$ cat config.mk
export PLATFORM = sky130hd
export DESIGN_NAME = battery_gauge_smoother_flat
export DESIGN_NICKNAME = d
export VERILOG_FILES = /design/src/design/bgs_pkg.sv /design/src/design/bgs_if.sv /design/src/design/bgs_mac.sv /design/src/design/bgs_div.sv /design/src/design/battery_gauge_smoother.sv /design/src/flat_wrapper.sv
export SDC_FILE = /design/constraint.sdc
export NUM_CORES = 1
export LEC_CHECK = 0
export BUFFER_PORTS_ARGS = -buffer_cell sky130_fd_sc_hd__buf_2
export CAP_MARGIN = 20
export CORE_MARGIN = 5
export CORE_UTILIZATION = 42
export DETAILED_ROUTE_END_ITERATION = 10
export PLACE_DENSITY_LB_ADDON = 0.1
export REMOVE_ABC_BUFFERS = 1
export SLEW_MARGIN = 10
export SYNTH_ARGS = -nofsm -noshare
export SYNTH_HDL_FRONTEND = slang
export SYNTH_SLANG_ARGS = --single-unit
$ cat constraint.sdc
create_clock -name clk -period 14.1 [get_ports clk]
set_clock_uncertainty 0.15 [all_clocks]
set_input_delay 2.115 -clock clk [delete_from_list [all_inputs] [get_ports clk]]
set_output_delay 2.115 -clock clk [all_outputs]
set_load 0.05 [all_outputs]
$ cat src/design/bgs_pkg.sv
// bgs_pkg: widths, discharge curve, register map and sequencer states of the
// battery gauge smoother. No dependencies.
package bgs_pkg;

  localparam int MV_W       = 13;
  localparam int PCT_W      = 7;
  localparam int PROD_W     = 20;
  localparam int DIVR_W     = 14;
  localparam int TABLE_SIZE = 12;
  localparam int SEG_W      = $clog2(TABLE_SIZE);
  localparam int ADDR_W     = 3;
  localparam int DATA_W     = 32;

  localparam logic [PCT_W-1:0]  FULL_PCT     = 7'd100;
  localparam logic [PCT_W-1:0]  WEIGHT_RESET = 7'd5;
  localparam logic [MV_W-1:0]   CUTOFF_MV    = 13'd3300;
  localparam logic [DIVR_W-1:0] PCT_DIVISOR  = 14'd100;

  localparam logic REG_SMOOTHING = 1'b0;

  localparam logic [DIVR_W-1:0] CURVE_MV [TABLE_SIZE] = '{
    14'd0, 14'd3300, 14'd3400, 14'd3500, 14'd3600, 14'd3700,
    14'd3800, 14'd3900, 14'd4000, 14'd4100, 14'd4200, 14'd9999};
  localparam logic [PCT_W-1:0] CURVE_PCT [TABLE_SIZE] = '{
    7'd0, 7'd0, 7'd13, 7'd22, 7'd39, 7'd53,
    7'd62, 7'd74, 7'd84, 7'd94, 7'd100, 7'd100};

  typedef enum logic [2:0] {
    ST_IDLE,
    ST_MUL,
    ST_DIV,
    ST_LOOKUP,
    ST_PMUL,
    ST_PDIV,
    ST_FINISH
  } state_t;

endpackage

$ cat src/design/bgs_if.sv
// bgs_if: valid/ready channel interfaces for samples and results.
// Depends on bgs_pkg.
interface bgs_in_if;
  logic                     valid;
  logic                     ready;
  logic [bgs_pkg::MV_W-1:0] sample_mv;

  modport source (output valid, output sample_mv, input ready);
  modport sink (input valid, input sample_mv, output ready);
endinterface

interface bgs_out_if;
  logic                      valid;
  logic                      ready;
  logic [bgs_pkg::MV_W-1:0]  smoothed_mv;
  logic [bgs_pkg::PCT_W-1:0] charge_percent;
  logic                      above_cutoff;

  modport source (output valid, output smoothed_mv, output charge_percent,
                  output above_cutoff, input ready);
  modport sink (input valid, input smoothed_mv, input charge_percent,
                input above_cutoff, output ready);
endinterface

$ cat src/design/bgs_mac.sv
// bgs_mac: bit-serial multiply-accumulate, acc = a*ka + b*kb, MSB first,
// one bit of a and b per cycle. Depends on bgs_pkg.
module bgs_mac (
  input  logic                        clk,
  input  logic                        rst_n,
  input  logic                        start,
  input  logic [bgs_pkg::MV_W-1:0]    a_in,
  input  logic [bgs_pkg::PCT_W-1:0]   ka_in,
  input  logic [bgs_pkg::MV_W-1:0]    b_in,
  input  logic [bgs_pkg::PCT_W-1:0]   kb_in,
  output logic [bgs_pkg::PROD_W-1:0]  acc,
  output logic                        done
);
  localparam int CNT_W = $clog2(bgs_pkg::MV_W + 1);

  logic [bgs_pkg::MV_W-1:0]   a_r;
  logic [bgs_pkg::MV_W-1:0]   b_r;
  logic [bgs_pkg::PCT_W-1:0]  ka_r;
  logic [bgs_pkg::PCT_W-1:0]  kb_r;
  logic [bgs_pkg::PROD_W-1:0] acc_r;
  logic [bgs_pkg::PROD_W-1:0] acc_nxt;
  logic [CNT_W-1:0]           cnt_r;
  logic                       done_r;

  always_comb begin
    acc_nxt = {acc_r[bgs_pkg::PROD_W-2:0], 1'b0}
            + bgs_pkg::PROD_W'(a_r[bgs_pkg::MV_W-1] ? ka_r : '0)
            + bgs_pkg::PROD_W'(b_r[bgs_pkg::MV_W-1] ? kb_r : '0);
  end

  always_ff @(posedge clk) begin
    if (!rst_n) begin
      cnt_r  <= '0;
      done_r <= 1'b0;
    end else begin
      done_r <= (cnt_r == CNT_W'(1));
      if (start) begin
        cnt_r <= CNT_W'(bgs_pkg::MV_W);
      end else if (cnt_r != '0) begin
        cnt_r <= cnt_r - CNT_W'(1);
      end
    end
  end

  always_ff @(posedge clk) begin
    if (start) begin
      a_r   <= a_in;
      b_r   <= b_in;
      ka_r  <= ka_in;
      kb_r  <= kb_in;
      acc_r <= '0;
    end else if (cnt_r != '0) begin
      acc_r <= acc_nxt;
      a_r   <= {a_r[bgs_pkg::MV_W-2:0], 1'b0};
      b_r   <= {b_r[bgs_pkg::MV_W-2:0], 1'b0};
    end
  end

  assign acc  = acc_r;
  assign done = done_r;

endmodule

$ cat src/design/bgs_div.sv
// bgs_div: restoring radix-2 divider, one quotient bit per cycle.
// Depends on bgs_pkg.
module bgs_div (
  input  logic                        clk,
  input  logic                        rst_n,
  input  logic                        start,
  input  logic [bgs_pkg::PROD_W-1:0]  dividend,
  input  logic [bgs_pkg::DIVR_W-1:0]  divisor,
  output logic [bgs_pkg::PROD_W-1:0]  quotient,
  output logic                        done
);
  localparam int CNT_W = $clog2(bgs_pkg::PROD_W + 1);

  logic [bgs_pkg::DIVR_W-1:0] rem_r;
  logic [bgs_pkg::DIVR_W-1:0] dvs_r;
  logic [bgs_pkg::PROD_W-1:0] quo_r;
  logic [bgs_pkg::DIVR_W:0]   trial;
  logic                       ge;
  logic [CNT_W-1:0]           cnt_r;
  logic                       done_r;

  always_comb begin
    trial = {rem_r, quo_r[bgs_pkg::PROD_W-1]};
    ge    = (trial >= {1'b0, dvs_r});
  end

  always_ff @(posedge clk) begin
    if (!rst_n) begin
      cnt_r  <= '0;
      done_r <= 1'b0;
    end else begin
      done_r <= (cnt_r == CNT_W'(1));
      if (start) begin
        cnt_r <= CNT_W'(bgs_pkg::PROD_W);
      end else if (cnt_r != '0) begin
        cnt_r <= cnt_r - CNT_W'(1);
      end
    end
  end

  always_ff @(posedge clk) begin
    if (start) begin
      rem_r <= '0;
      dvs_r <= divisor;
      quo_r <= dividend;
    end else if (cnt_r != '0) begin
      rem_r <= bgs_pkg::DIVR_W'(ge ? trial - {1'b0, dvs_r} : trial);
      quo_r <= {quo_r[bgs_pkg::PROD_W-2:0], ge};
    end
  end

  assign quotient = quo_r;
  assign done     = done_r;

endmodule

$ cat src/design/battery_gauge_smoother.sv
// battery_gauge_smoother: EMA voltage smoothing and piecewise-linear charge lookup.
// Depends on bgs_pkg, bgs_if, bgs_mac, bgs_div.
//
//   channel   dir  beat payload
//   in_chan   in   sample_mv[12:0]
//   out_chan  out  smoothed_mv[12:0], charge_percent[6:0], above_cutoff
//   apb       in   smoothing_percent at 0x0 (bits 6:0), read back
//
// One sample at a time: it is smoothed and then interpolated, each pass a
// 13-step serial multiply plus a 20-step serial divide; one pass or both
// may be skipped.
// rst_n is synchronous; smoothed state clears to zero.
// A finished result waits in the output register; the next sample is taken
// meanwhile and only stalls at completion if the result is still unread.
module battery_gauge_smoother #(
  parameter int CURVE_POINTS = 12,
  parameter int SAMPLE_BITS  = 13
) (
  input  logic                         clk,
  input  logic                         rst_n,
  bgs_in_if.sink                       in_chan,
  bgs_out_if.source                    out_chan,
  input  logic                         psel,
  input  logic                         penable,
  input  logic                         pwrite,
  input  logic [bgs_pkg::ADDR_W-1:0]   paddr,
  input  logic [bgs_pkg::DATA_W-1:0]   pwdata,
  output logic [bgs_pkg::DATA_W-1:0]   prdata,
  output logic                         pready
);
  localparam int USED_POINTS =
    (CURVE_POINTS < bgs_pkg::TABLE_SIZE) ? CURVE_POINTS : bgs_pkg::TABLE_SIZE;
  localparam logic [31:0] SAMPLE_MAX = 32'((64'd1 << SAMPLE_BITS) - 64'd1);

  bgs_pkg::state_t state_r, state_nxt;

  logic [bgs_pkg::PCT_W-1:0]  f_r;
  logic [bgs_pkg::MV_W-1:0]   smooth_r;
  logic [bgs_pkg::PCT_W-1:0]  y0_r;
  logic [bgs_pkg::DIVR_W-1:0] dx_r;
  logic [bgs_pkg::PCT_W-1:0]  pct_r;
  logic                       out_valid_r;
  logic [bgs_pkg::MV_W-1:0]   out_mv_r;
  logic [bgs_pkg::PCT_W-1:0]  out_pct_r;
  logic                       out_cut_r;

  logic                       in_acc;
  logic                       cfg_wr;
  logic                       out_free;
  logic [bgs_pkg::MV_W-1:0]   sample_sat;
  logic [bgs_pkg::PCT_W-1:0]  f_sat;

  logic                       hit;
  logic [bgs_pkg::SEG_W-1:0]  hs;
  logic [bgs_pkg::DIVR_W-1:0] x0, x1;
  logic [bgs_pkg::PCT_W-1:0]  y0, y1;
  logic                       interp;
  logic [bgs_pkg::PROD_W-1:0] pct_sum;

  logic                       mac_start, mac_done;
  logic [bgs_pkg::MV_W-1:0]   mac_a, mac_b;
  logic [bgs_pkg::PCT_W-1:0]  mac_ka, mac_kb;
  logic [bgs_pkg::PROD_W-1:0] mac_acc;
  logic                       div_start, div_done;
  logic [bgs_pkg::PROD_W-1:0] div_dvd, div_quo;
  logic [bgs_pkg::DIVR_W-1:0] div_dvs;

  assign in_acc   = in_chan.valid && in_chan.ready;
  assign cfg_wr   = psel && penable && pwrite && pready;
  assign out_free = !out_valid_r || out_chan.ready;

  assign sample_sat = (32'(in_chan.sample_mv) > SAMPLE_MAX)
                    ? bgs_pkg::MV_W'(SAMPLE_MAX) : in_chan.sample_mv;
  assign f_sat = (f_r > bgs_pkg::FULL_PCT) ? bgs_pkg::FULL_PCT : f_r;

  // first segment whose end point is at or above the smoothed voltage
  always_comb begin
    hit = 1'b0;
    hs  = '0;
    for (int s = USED_POINTS - 2; s >= 0; s--) begin
      if ({1'b0, smooth_r} <= bgs_pkg::CURVE_MV[s+1]) begin
        hit = 1'b1;
        hs  = bgs_pkg::SEG_W'(s);
      end
    end
    x0 = bgs_pkg::CURVE_MV[hs];
    x1 = bgs_pkg::CURVE_MV[bgs_pkg::SEG_W'(hs + 1'b1)];
    y0 = bgs_pkg::CURVE_PCT[hs];
    y1 = bgs_pkg::CURVE_PCT[bgs_pkg::SEG_W'(hs + 1'b1)];
    interp = hit && (x1 > x0) && ({1'b0, smooth_r} >= x0) && (y1 >= y0);
  end

  assign pct_sum = bgs_pkg::PROD_W'(y0_r) + div_quo;

  always_comb begin
    state_nxt = state_r;
    mac_start = 1'b0;
    mac_a     = '0;
    mac_ka    = '0;
    mac_b     = '0;
    mac_kb    = '0;
    div_start = 1'b0;
    div_dvd   = '0;
    div_dvs   = '0;
    case (state_r)
      bgs_pkg::ST_IDLE: begin
        if (in_acc) begin
          if (smooth_r == '0) begin
            state_nxt = bgs_pkg::ST_LOOKUP;
          end else begin
            mac_start = 1'b1;
            mac_a     = sample_sat;
            mac_ka    = f_sat;
            mac_b     = smooth_r;
            mac_kb    = bgs_pkg::FULL_PCT - f_sat;
            state_nxt = bgs_pkg::ST_MUL;
          end
        end
      end
      bgs_pkg::ST_MUL: begin
        if (mac_done) begin
          div_start = 1'b1;
          div_dvd   = mac_acc;
          div_dvs   = bgs_pkg::PCT_DIVISOR;
          state_nxt = bgs_pkg::ST_DIV;
        end
      end
      bgs_pkg::ST_DIV: begin
        if (div_done) begin
          state_nxt = bgs_pkg::ST_LOOKUP;
        end
      end
      bgs_pkg::ST_LOOKUP: begin
        if (interp) begin
          mac_start = 1'b1;
          mac_a     = bgs_pkg::MV_W'({1'b0, smooth_r} - x0);
          mac_ka    = y1 - y0;
          state_nxt = bgs_pkg::ST_PMUL;
        end else begin
          state_nxt = bgs_pkg::ST_FINISH;
        end
      end
      bgs_pkg::ST_PMUL: begin
        if (mac_done) begin
          div_start = 1'b1;
          div_dvd   = mac_acc;
          div_dvs   = dx_r;
          state_nxt = bgs_pkg::ST_PDIV;
        end
      end
      bgs_pkg::ST_PDIV: begin
        if (div_done) begin
          state_nxt = bgs_pkg::ST_FINISH;
        end
      end
      bgs_pkg::ST_FINISH: begin
        if (out_free) begin
          state_nxt = bgs_pkg::ST_IDLE;
        end
      end
      default: begin
        state_nxt = bgs_pkg::ST_IDLE;
      end
    endcase
  end

  always_ff @(posedge clk) begin
    if (!rst_n) begin
      state_r     <= bgs_pkg::ST_IDLE;
      f_r         <= bgs_pkg::WEIGHT_RESET;
      smooth_r    <= '0;
      out_valid_r <= 1'b0;
    end else begin
      state_r <= state_nxt;
      if (cfg_wr && paddr[2] == bgs_pkg::REG_SMOOTHING) begin
        f_r <= pwdata[bgs_pkg::PCT_W-1:0];
      end
      if (state_r == bgs_pkg::ST_IDLE && in_acc && smooth_r == '0) begin
        smooth_r <= sample_sat;
      end else if (state_r == bgs_pkg::ST_DIV && div_done) begin
        smooth_r <= div_quo[bgs_pkg::MV_W-1:0];
      end
      if (state_r == bgs_pkg::ST_FINISH && out_free) begin
        out_valid_r <= 1'b1;
      end else if (out_chan.ready) begin
        out_valid_r <= 1'b0;
      end
    end
  end

  always_ff @(posedge clk) begin
    if (state_r == bgs_pkg::ST_LOOKUP) begin
      y0_r  <= y0;
      dx_r  <= x1 - x0;
      pct_r <= hit ? y0 : bgs_pkg::FULL_PCT;
    end else if (state_r == bgs_pkg::ST_PDIV && div_done) begin
      pct_r <= (pct_sum > bgs_pkg::PROD_W'(bgs_pkg::FULL_PCT))
             ? bgs_pkg::FULL_PCT : pct_sum[bgs_pkg::PCT_W-1:0];
    end
    if (state_r == bgs_pkg::ST_FINISH && out_free) begin
      out_mv_r  <= smooth_r;
      out_pct_r <= pct_r;
      out_cut_r <= (smooth_r > bgs_pkg::CUTOFF_MV);
    end
  end

  bgs_mac u_mac (
    .clk   (clk),
    .rst_n (rst_n),
    .start (mac_start),
    .a_in  (mac_a),
    .ka_in (mac_ka),
    .b_in  (mac_b),
    .kb_in (mac_kb),
    .acc   (mac_acc),
    .done  (mac_done)
  );

  bgs_div u_div (
    .clk      (clk),
    .rst_n    (rst_n),
    .start    (div_start),
    .dividend (div_dvd),
    .divisor  (div_dvs),
    .quotient (div_quo),
    .done     (div_done)
  );

  assign in_chan.ready           = (state_r == bgs_pkg::ST_IDLE);
  assign out_chan.valid          = out_valid_r;
  assign out_chan.smoothed_mv    = out_mv_r;
  assign out_chan.charge_percent = out_pct_r;
  assign out_chan.above_cutoff   = out_cut_r;

  assign pready = 1'b1;
  assign prdata = (paddr[2] == bgs_pkg::REG_SMOOTHING)
                ? bgs_pkg::DATA_W'(f_r) : '0;

  a_pct_range: assert property (@(posedge clk) disable iff (!rst_n)
    out_chan.valid |-> out_chan.charge_percent <= bgs_pkg::FULL_PCT)
    else $error("charge percent above full scale");

  a_first_load: assert property (@(posedge clk) disable iff (!rst_n)
    (in_acc && smooth_r == '0) |=> smooth_r == $past(sample_sat))
    else $error("first sample not loaded directly");

  a_cutoff_flag: assert property (@(posedge clk) disable iff (!rst_n)
    out_chan.valid |-> out_chan.above_cutoff ==
      (out_chan.smoothed_mv > bgs_pkg::CUTOFF_MV))
    else $error("cutoff flag disagrees with smoothed voltage");

  a_units_exclusive: assert property (@(posedge clk) disable iff (!rst_n)
    !(mac_start && div_start))
    else $error("multiplier and divider started together");

endmodule

$ cat src/flat_wrapper.sv
// flat-port wrapper written by rule: the top's interface ports become plain ports
module battery_gauge_smoother_flat 
#(
  parameter int CURVE_POINTS = 12,
  parameter int SAMPLE_BITS  = 13
)
  (clk, rst_n, psel, penable, pwrite, paddr, pwdata, prdata, pready, in_chan_valid, in_chan_sample_mv, in_chan_ready, out_chan_valid, out_chan_smoothed_mv, out_chan_charge_percent, out_chan_above_cutoff, out_chan_ready);
  bgs_in_if in_chan_i ();
  bgs_out_if out_chan_i ();
  input  logic clk;
  input  logic rst_n;
  input  logic psel;
  input  logic penable;
  input  logic pwrite;
  input  logic [bgs_pkg::ADDR_W-1:0] paddr;
  input  logic [bgs_pkg::DATA_W-1:0] pwdata;
  output logic [bgs_pkg::DATA_W-1:0] prdata;
  output logic pready;
  input wire logic [$bits(in_chan_i.valid)-1:0] in_chan_valid;
  input wire logic [$bits(in_chan_i.sample_mv)-1:0] in_chan_sample_mv;
  output wire logic [$bits(in_chan_i.ready)-1:0] in_chan_ready;
  output wire logic [$bits(out_chan_i.valid)-1:0] out_chan_valid;
  output wire logic [$bits(out_chan_i.smoothed_mv)-1:0] out_chan_smoothed_mv;
  output wire logic [$bits(out_chan_i.charge_percent)-1:0] out_chan_charge_percent;
  output wire logic [$bits(out_chan_i.above_cutoff)-1:0] out_chan_above_cutoff;
  input wire logic [$bits(out_chan_i.ready)-1:0] out_chan_ready;
  assign in_chan_i.valid = in_chan_valid;
  assign in_chan_i.sample_mv = in_chan_sample_mv;
  assign in_chan_ready = in_chan_i.ready;
  assign out_chan_valid = out_chan_i.valid;
  assign out_chan_smoothed_mv = out_chan_i.smoothed_mv;
  assign out_chan_charge_percent = out_chan_i.charge_percent;
  assign out_chan_above_cutoff = out_chan_i.above_cutoff;
  assign out_chan_i.ready = out_chan_ready;
  battery_gauge_smoother #(.CURVE_POINTS(CURVE_POINTS), .SAMPLE_BITS(SAMPLE_BITS)) u_core (.clk(clk), .rst_n(rst_n), .in_chan(in_chan_i), .out_chan(out_chan_i), .psel(psel), .penable(penable), .pwrite(pwrite), .paddr(paddr), .pwdata(pwdata), .prdata(prdata), .pready(pready));
endmodule
==> results.ini <==
[sta]
max_freq_ghz = 0.1310
rsz0062_at_grt = false
tns_ns = 0
final-max-slew-violation-count = 0
relSlewSlack = 0.2972
finalHoldViolCount = 0
worstMarginPinSlew_ns = 1.043
min_period_ns = 7.634
period_share = 0.5414
finalSetupViolCount = 0

[setup_path]
cp_slowest_stage_delay_ns = 0.54
critPathSlowestCell = dfxtp_1
worstPathRequired_ns = 14.20
worstPathCellList = nor2_1, nor4b_2, o21ai_0, a311oi_1, o211ai_1, a21o_1, inv_1, ha_1, nand2_1, inv_1, ha_1, inv_1, fa_1, a21oi_1, o21bai_1, a221oi_2, nor2b_1, o31a_1, or3_4, o311a_4, a21oi_4, inv_2, o221ai_1
crit_path_frequent_cell = inv_1
cp.arrival_ns = 7.74
crit_type = register to register
crit_path_max_fanout = 42
crit_path_end_kind = register
start_kind = register

[power_and_ir_drop]
p_leak_nw = 5.357
worst_ir_drop_vdd_uv = 202.8
p_per_area_nw_per_um2 = 277.8

[placed_design]
post-dp-hpwl_um = 23450
placed_cell_area_sq_um = 12570
numPortBuffers = 57
routabilityCongestion = 0.8703
dp_cells = 1704

[layout]
finish.utilization = 0.4619
mostFrequentLayoutCells = 186 x nand2_1, 122 x edfxtp_1, 95 x nor2_1
fill_cells = 2842
finalNonFillerCells = 1738
layout_commonest_cell = nand2_1
synthToLayoutAreaGrowth_pct = 9.224
n_antenna_cell = 0
drive_gt1_frac = 0.09084
final_area_sq_um = 13190
multi_input_area_sq_um = 6374
seqCellArea_sq_um = 5045
fin_nets = 1482

[drt]
ant_nets = 0
num_vias = 9300
wl_per_cell_um = 17.86
drc = 0
drt-pass1-iter-count = 6
drt-total-wl_um = 31040
drtIter0Drc = 855
viasPerCell = 5.351

[clocking]
clk_latency_ns = 0.44
clk_pin_slew_ns = 0.07
cts_setup_buffers = 0
cts_sinks = 191
cts.repair.resized = 0
cts_buffer_depth = 2
numCtsBuffers = 17
clockRootBuffer = clkbuf_16
hold_buffers = 0
htreeDepth = 4
cts_tree = done

[die]
start_util = 0.4229
die_h_um = 179.5
die_x_um = 179.5
core-area_sq_um = 28550
die_area_sq_um = 32240
io_pins = 111
num_rows = 62

[hold_path]
hold_path_class = register to register

[logic_synthesis]
synth_edf_count = 122
synth_area_per_cell_sq_um = 9.202
synthAdderAreaFrac = 0.09597
synth_async_sr_flop_share = 0
ys_seq_elements = 191
yosysSeqAreaShare = 0.4179
ys_warn_count = 0
synth_top_flop_cell = edfxtp_1
synthMuxAreaShare = 0.02508
synth.distinct_cells = 77
synth-xor-area-share = 0.03990
synth_top_family_by_area = simple AND/OR/NAND/NOR gates
yosys.area_share.simple = 0.1886
synth-compound-area-share = 0.1690
syn_area_sq_um = 12070
syn_inst = 1312

[global_routing]
overflow = 0
grt_pass1_vias = 8978
grt_pass1_wl_um = 49490
grt_max_degree = 43
antenna_found_initial = 0
track_usage = 0.1896

[outcome]
status = finished clean

[flow_run]
maxCapViolCount = 0

critical path, delay by kind of cell (launching register included):
family / cells / cell delay (ns)
AOI/OAI and AO/OA: 11 / 3.50
buffers and inverters: 4 / 1.04
DFF: 1 / 0.54
and+or+nand+nor: 5 / 1.28
adders and majority gates: 3 / 0.91
stage by stage:
step | setup slack (ns) | hold WS, ns | power (mW)
2_1_floorplan | 7.749 | 0.2503 | 2.571
3_3_place_gp | 6.239 | 0.2582 | 3.149
3_5_place_dp | 6.218 | 0.2545 | 3.176
4_1_cts | 6.200 | 0.2713 | 3.679
5_1_grt | 5.763 | 0.2825 | 3.982
6_report | 6.466 | 0.2698 | 3.663
synth_stat cells (4+ instances only):
library cell  count  area, sq um
inv_1            90        337.8
a221o_1           7        70.07
a21oi_1          56        280.3
nand4_1          15        93.84
o31a_1            5        43.79
o21a_1           11        82.58
a22oi_1           4        30.03
nand2_1         186        698.2
clkbuf_1         47        176.4
dfxtp_1          69         1381
xnor2_1          38        332.8
or2_2             7        43.79
or3_1             7        43.79
o21ai_0          68        340.3
edfxtp_1        122         3664
a21oi_2           6        52.55
a22o_1            8        70.07
buf_2             4        20.02
nor2_1           95        356.6
o22ai_1           7        43.79
mux2i_1          28        280.3
ha_1             75        938.4
a31oi_1           9        56.30
o221ai_1          8        70.07
o211ai_1          8        60.06
nand3_1          18        90.09
nor2b_1          27        168.9
and3_1           19        118.9
a21boi_0         23        172.7
nor3_1           43        215.2
nand2b_1         13        81.33
xor2_1           17        148.9
o41ai_1           4        35.03
and2_1           19        118.9
a211oi_1         29        217.7
nor4_1            7        43.79
fa_1             11        220.2
a21o_1           14        105.1
o21bai_1          6        45.04
buf_4            26        195.2
area by class of cell:
cell class	count	area share
Timing Repair Buffer	64	0.02676
Multi-Input combinational cell	975	0.4833
Tap cell	384	0.03644
Inverter	92	0.02619
Clock inverter	13	0.01186
Sequential cell	191	0.3826
Clock buffer	19	0.03283
registers in the layout (all words and copies together), names as in the netlist, 14 cells and up:
register,flops
u_core.u_div.rem_r,14
u_core.u_mac.acc,20
u_core.u_div.quotient,20
u_core.u_div.dvs_r,14
final timing paths:
path	start	endpoint	slack, ns	cells after the start
setup / recovery	u_core.smooth_r[7]	u_core.u_mac.a_r[12]	6.47	23
hold / removal	u_core.pct_r[6]	u_core.out_chan.charge_percent[6]	0.27	0
setup reg to reg	u_core.smooth_r[7]	u_core.u_mac.a_r[12]	6.47	23
hold reg to reg	u_core.pct_r[6]	u_core.out_chan.charge_percent[6]	0.27	0
report_power, final:
group | total (mW) | switching, mW | internal (mW)
combinational | 2.07 | 1.27 | 0.800
clock | 0.492 | 0.239 | 0.252
sequential | 1.10 | 0.213 | 0.890
per-layer routing:
metal / vias up / wire (um) / global-route usage
li1: 4683 / - / -
met1: 4399 / 14880 / 0.2617
met2: 189 / 14480 / 0.3137
met3: 29 / 1233 / 0.03193
met4: 0 / 444 / 0.04450
met5: - / 0 / 0
kinds of logic after synthesis:
kind of cell / after synthesis
AND/OR/NAND/NOR: 479
buffers and inverters: 171
AO/OA/AOI/OAI: 298
other: 2
adder cells (fa/ha/maj): 86
multiplexers: 30
XOR/XNOR: 55
flip-flops: 191
(Power assumes the default switching activity.)
